===== src/hdl/fps_pkg.sv =====
// fps_pkg: shared types and constants for the fenwick prefix sum table
// no dependencies; imported by fps_alu and fenwick_prefix_sum_table
package fps_pkg;

  localparam int CMD_W = 2;
  localparam int FLD_W = 10;
  localparam int VAL_W = 32;
  localparam int SUM_W = 64;

  localparam logic [CMD_W-1:0] CMD_ADD    = 2'd0;
  localparam logic [CMD_W-1:0] CMD_PREFIX = 2'd1;
  localparam logic [CMD_W-1:0] CMD_RANGE  = 2'd2;
  localparam logic [CMD_W-1:0] CMD_CLEAR  = 2'd3;

  typedef logic [SUM_W-1:0] sum_t;

  typedef struct packed {
    logic sub;
    sum_t a;
    sum_t b;
  } alu_req_t;

endpackage


===== src/hdl/fps_alu.sv =====
// fps_alu: shared 64-bit wrapping add/subtract unit
// depends on fps_pkg
module fps_alu
  import fps_pkg::*;
(
  input  alu_req_t req,
  output sum_t     result
);

  always_comb begin
    if (req.sub) begin
      result = req.a - req.b;
    end else begin
      result = req.a + req.b;
    end
  end

endmodule


===== config.mk =====
export PLATFORM = sky130hd
export DESIGN_NAME = fps_alu
export DESIGN_NICKNAME = d
export VERILOG_FILES = /design/src/hdl/fps_pkg.sv /design/src/hdl/fps_alu.sv
export SDC_FILE = /design/constraint.sdc
export NUM_CORES = 1
export LEC_CHECK = 0
export ABC_CLOCK_PERIOD_IN_PS = 10800
export BUFFER_PORTS_ARGS = -buffer_cell sky130_fd_sc_hd__buf_2
export CAP_MARGIN = 20
export CORE_MARGIN = 2
export CORE_UTILIZATION = 53
export DETAILED_ROUTE_END_ITERATION = 10
export PLACE_DENSITY = 0.95
export SLEW_MARGIN = 10
export SYNTH_ARGS = -nofsm -noshare
export SYNTH_HDL_FRONTEND = slang
export SYNTH_SLANG_ARGS = --single-unit

===== constraint.sdc =====
create_clock -name vclk -period 10.8
set_input_delay 2.7 -clock vclk [all_inputs]
set_output_delay 2.7 -clock vclk [all_outputs]
set_load 0.005 [all_outputs]

==> results of run 1 <==
[how the worst min path moves through the flow]
stage,cells after the start,slack (ps),end
2_1_floorplan,2,5540,result[0]
3_3_place_gp,4,5760,result[0]
3_5_place_dp,4,5770,result[0]
4_1_cts,4,5770,result[0]
5_1_grt,3,5810,result[1]
6_report,4,5770,result[0]
[metrics by stage]
stage | worst slack, ps | total power, mW | util | hold slack, ps
after global routing | 246 | 0.590 | 0.646 | 5810
after floorplan | 1550 | 0.345 | - | 5540
final | 570 | 0.539 | 0.646 | 5770
after global placement | 848 | 0.518 | 0.646 | 5760
after detailed placement | 685 | 0.526 | 0.646 | 5770
after CTS | 676 | 0.529 | 0.646 | 5770
[layer usage]
metal / wire, um / share of wire
met3: 1810 / 0.10
met5: 0 / 0
met2: 7980 / 0.45
met4: 652 / 0.037
met1: 7140 / 0.41
[placed cells by master, fill, tap and decap left out, types with 6 or more instances in the layout]
master / count
nand2_1: 70
a21oi_1: 100
a21o_1: 25
nor4_1: 13
o21a_1: 12
ha_1: 64
a31oi_1: 21
o21bai_1: 13
nor2_1: 85
or3_1: 9
nand2b_1: 8
and3_1: 6
xnor2_1: 92
nand3_1: 15
o21ai_0: 39
xor2_1: 31
buf_2: 193
nor3_1: 29
nand4_1: 18
o211ai_1: 11
inv_1: 33
and2_1: 10
[kinds of logic (layout without fill, tap and decap cells)]
group / Yosys count / count (layout) / share of synthesized area
adder cells (fa/ha/maj): 65 / 65 / 0.158
XOR/XNOR: 123 / 123 / 0.207
multiplexers: 2 / 2 / 0.00385
AO/OA/AOI/OAI: 259 / 259 / 0.315
buffers and inverters: 65 / 228 / 0.0483
other: 0 / 2 / 0
AND/OR/NAND/NOR: 286 / 286 / 0.268
[power by group]
part / switching, mW / leakage [nW] / internal, mW
combinational: 0.304 / 2.83 / 0.234
clock: 0 / 0.0000127 / 0.0000000248
sequential: 0 / 0 / 0
total: 0.304 / 2.83 / 0.234
[final cells by class]
cell class,count,area [um^2],share of cell area
tap,133,166,0.0267
timing repair buffer,195,981,0.158
antenna,2,5.00,0.000804
multi-input combinational,735,4950,0.795
inverter,33,124,0.0199
==> reports/qor.yml, run 1 <==
outcome:
  outcome: "complete, no violations"
floorplanning:
  fp.coreArea_um2: 9640
  start_util: 0.540
  rows: 36
  io_pins: 193
  fp.dieH_um: 103
  die_w_um: 103
  dieArea_um2: 10600
grt:
  grt_pass1_vias: 6125
  grt_antenna_before_repair: 0
  use_met3: 0.0380
  top_usage_layer: "met2"
  grt_max_degree: 34
  grt.overflow.total: 0
  gr-usage-met1: 0.418
  use_met2: 0.530
  grt_usage: 0.315
  grt_first_pass_wirelength_um: 27600
finish:
  nClkBuffers: 0
  flops_and_latches: 0
  area_delta_synth_final_pct: 19.7
  fin_nets: 1159
  regArea_um2: 0
  post_layout_nonfiller_instances: 1098
  fillers: 901
  drive_gt1_frac: 0.215
  final_area_um2: 6230
worst_setup_path:
  slowest_delay_ps: 570
  endpoint_kind: "primary output"
  cp_max_fo: 8
  crit_required_ps: 8100
  crit_type: "in -> out"
  cp-start-kind: "input port"
  slowest_stage: "or4_4"
  arrival_ps: 7530
  path_buf_inv: 2
  worstSetupEndpoint: "result[63]"
  cp_num_cells: 18
  crit_chain: "buf_2 -> or4_4 -> nor4_4 -> nor3b_1 -> and2_1 -> nor2_1 -> xnor2_1 -> ha_1 -> a21o_1 -> a2111oi_0 -> o31ai_1 -> a211o_1 -> a31oi_1 -> o211ai_1 -> a21oi_1 -> o221ai_1 -> xnor2_1 -> buf_2"
  cp-startpoint: "req[15]"
  cpLargestDelayFamily: "compound AO/OA/AOI/OAI gates"
placed_design:
  dp_hpwl_um: 15100
  place_area_um2: 6220
  dp_cells: 1096
  port_buffers: 193
  gp_congestion: 1.06
flow_run:
  drv_cap: 0
min_path:
  hp-start: "req[0]"
  min-delay-path-class: "in -> out"
clock_tree:
  ctsResizeCount: 0
  post-cts-setup-buffers: 0
  cts_hold_buf: 0
sta:
  rsz0062_at_grt: "false"
  fin_tns_setup_ps: 0
  tightest_slew_ps: 796
  period_minus_slack_ps: 10230
  slew_violations: 0
  period_share: 0.947
  setup_viol: 0
  finalHoldViolCount: 0
  clock.fmax_ghz: 0.0978
  relSlewSlack: 0.462
logic_synthesis:
  netlist_top_cells_area: "xnor2_1 15%, ha_1 15%, a21oi_1 9.6%, nor2_1 6.1%, xor2_1 5.2%"
  synth_top_area_cell: "xnor2_1"
  avgSynthCellArea_um2: 6.50
  syn_area_um2: 5200
  seq_area_frac_synth: 0
  yosys.area.top_type_share: 0.155
  synthMostInstantiatedCell: "a21oi_1"
  synth_cells: 800
  synth_nets: 994
  synth_commonest_cells: "100 x a21oi_1, 92 x xnor2_1, 85 x nor2_1, 70 x nand2_1, 64 x ha_1"
  ys_types: 59
  yosysWarnings: 0
drt:
  totalWireLength_um: 17600
  ant_nets: 0
  drt_first_pass_iters: 6
  wl_per_cell_um: 16.0
  drtIter0Drc: 543
  vias: 6710
  viasPerCell: 6.11
  drc: 0
power:
  ir_drop_v: 0.0000485
  p_leak_nw: 2.83
  pwr_density_cell_nw_per_um2: 86.5
(Power assumes the default switching activity.)
==> inputs of run 2 (changes only) <==
- CELL_PAD_IN_SITES_DETAIL_PLACEMENT: default -> 1
- CELL_PAD_IN_SITES_GLOBAL_PLACEMENT: default -> 1
- CORE_UTILIZATION: 53 -> 36
==> reports/qor.yml, run 2 (synthesis gave the netlist of run 1 again) <==
finish:
  final_cell_mix: "193 x buf_2, 100 x a21oi_1, 92 x xnor2_1"
  final_area_um2: 6290  # +0.98%
  fin_nets: 1160  # +0.086%
  nClkBuffers: 0  # unchanged
  final_common_cell: "buf_2"
  drive_gt1_frac: 0.216  # +0.000814
  regArea_um2: 0  # unchanged
  insertedDiodeCount: 0  # -2
  flops_and_latches: 0  # unchanged
  area_delta_synth_final_pct: 20.9
  postLayoutCoreUtil: 0.450  # -0.196
grt:
  grt_usage: 0.261  # -0.0536
  top_usage_layer: "met2"
  grt_first_pass_wirelength_um: 34400  # +25%
  grt.overflow.total: 0  # unchanged
  gr-usage-met1: 0.340  # -0.0781
  grt_pass1_vias: 6881  # +12%
  grt_antenna_before_repair: 0  # unchanged
  use_met3: 0.0228  # -0.0152
  use_met2: 0.466  # -0.0642
  grt_max_degree: 39  # +15%
sta:
  layout_setup_ws_ps: 455  # -115 ps
  clock.fmax_ghz: 0.0967  # -1.1%
  finalHoldViolCount: 0  # unchanged
  slew_violations: 0  # unchanged
  tightest_slew_ps: 730  # -66.6 ps
  period_share: 0.958  # +0.0107
  fin_tns_setup_ps: 0  # unchanged
  rsz0062_at_grt: "false"
  whs_ps: 5800  # +29.0 ps
  period_minus_slack_ps: 10350  # +115 ps
  setup_viol: 0  # unchanged
  relSlewSlack: 0.507  # +0.0449
placed_design:
  dp_slack_ps: 487  # -198 ps
  port_buffers: 193  # unchanged
  gp_congestion: 0.952  # -9.8%
  dp_hpwl_um: 18800  # +25%
  place_area_um2: 6290  # +1.1%
worst_setup_path:
  crit_chain: "buf_2 -> or4_4 -> nor4_4 -> nor3b_1 -> and2_1 -> nor2_1 -> xnor2_1 -> ha_1 -> a21o_1 -> a2111oi_0 -> o31ai_1 -> a211o_1 -> a31oi_1 -> o211ai_1 -> a21oi_1 -> o221ai_1 -> xnor2_1 -> buf_2"
  crit_type: "in -> out"
  cp-start-kind: "input port"
  cp_max_fo: 8  # unchanged
  endpoint_kind: "primary output"
  slowest_delay_ps: 570  # about the same
  arrival_ps: 7650  # +120 ps
  slowest_stage: "or4_4"
  crit_required_ps: 8100  # about the same
drt:
  viasPerCell: 5.96  # -2.4%
  ant_nets: 0  # unchanged
  drc: 0  # unchanged
  drtIter0Drc: 628  # +16%
  drt_first_pass_iters: 4  # -2
  totalWireLength_um: 21500  # +22%
  vias: 6820  # +1.6%
  wl_per_cell_um: 18.8  # +18%
floorplanning:
  start_util: 0.372  # -0.168
  dieArea_um2: 15400  # +45%
  die_w_um: 124  # +21%
  io_pins: 193  # unchanged
  rows: 43  # +19%
  fp.dieH_um: 124  # +21%
  fp.coreArea_um2: 14000  # +45%
min_path:
  min-delay-path-class: "in -> out"
  hp-start: "req[0]"
  min_path_cells: 4  # unchanged
  min_to: "result[0]"
power:
  pwr_density_cell_nw_per_um2: 89.3  # +3.3%
  p_leak_nw: 2.83  # +0.16%
  ir_drop_v: 0.0000386  # -20%
clock_tree:
  ctsResizeCount: 0  # unchanged
  post-cts-setup-buffers: 0  # unchanged
  cts_hold_buf: 0  # unchanged
outcome:
  outcome: "complete, no violations"
flow_run:
  drv_cap: 0  # unchanged
-- run 2: cell type report --
| type | count | area (um^2) |
|---|---|---|
| fill | 1933 | 7700 |
| inverter | 33 | 124 |
| multi-input combinational | 735 | 4950 |
| tap | 180 | 225 |
| timing repair buffer | 196 | 988 |
-- run 2: metrics by stage --
step,std cells,power (mW)
after floorplan,800,0.345
after global placement,1144,0.537
after detailed placement,1144,0.552
after CTS,1144,0.555
after global routing,1144,0.611
final,1144,0.562
-- run 2: worst max path at each step --
stage / startpoint / endpoint / slack (ps) / cells after the start
2_1_floorplan: req[5] / result[63] / 1550 / 17
3_3_place_gp: req[5] / result[63] / 700 / 18
3_5_place_dp: req[15] / result[63] / 490 / 18
4_1_cts: req[15] / result[63] / 470 / 18
5_1_grt: req[15] / result[62] / 20 / 19
6_report: req[15] / result[63] / 450 / 18
-- run 2: worst max-delay path, delay by kind of cell --
| family | cells | cell delay, ps |
|---|---|---|
| compound gates | 8 | 2350 |
| xor+xnor | 2 | 380 |
| fa+ha+maj | 1 | 330 |
| buf+inv | 2 | 260 |
| simple gates | 5 | 1610 |
-- run 2: power by group --
part           switching (mW)  leakage (nW)  internal, mW
combinational           0.326          2.83         0.236
clock                       0             0             0
sequential                  0             0             0
total                   0.326          2.83         0.236
-- run 2: per-layer routing --
layer  up-vias  part of all wire
met5         -                 0
met4         0             0.025
met3        45             0.062
met2       284              0.48
met1      3227              0.43
li1       3264                 -
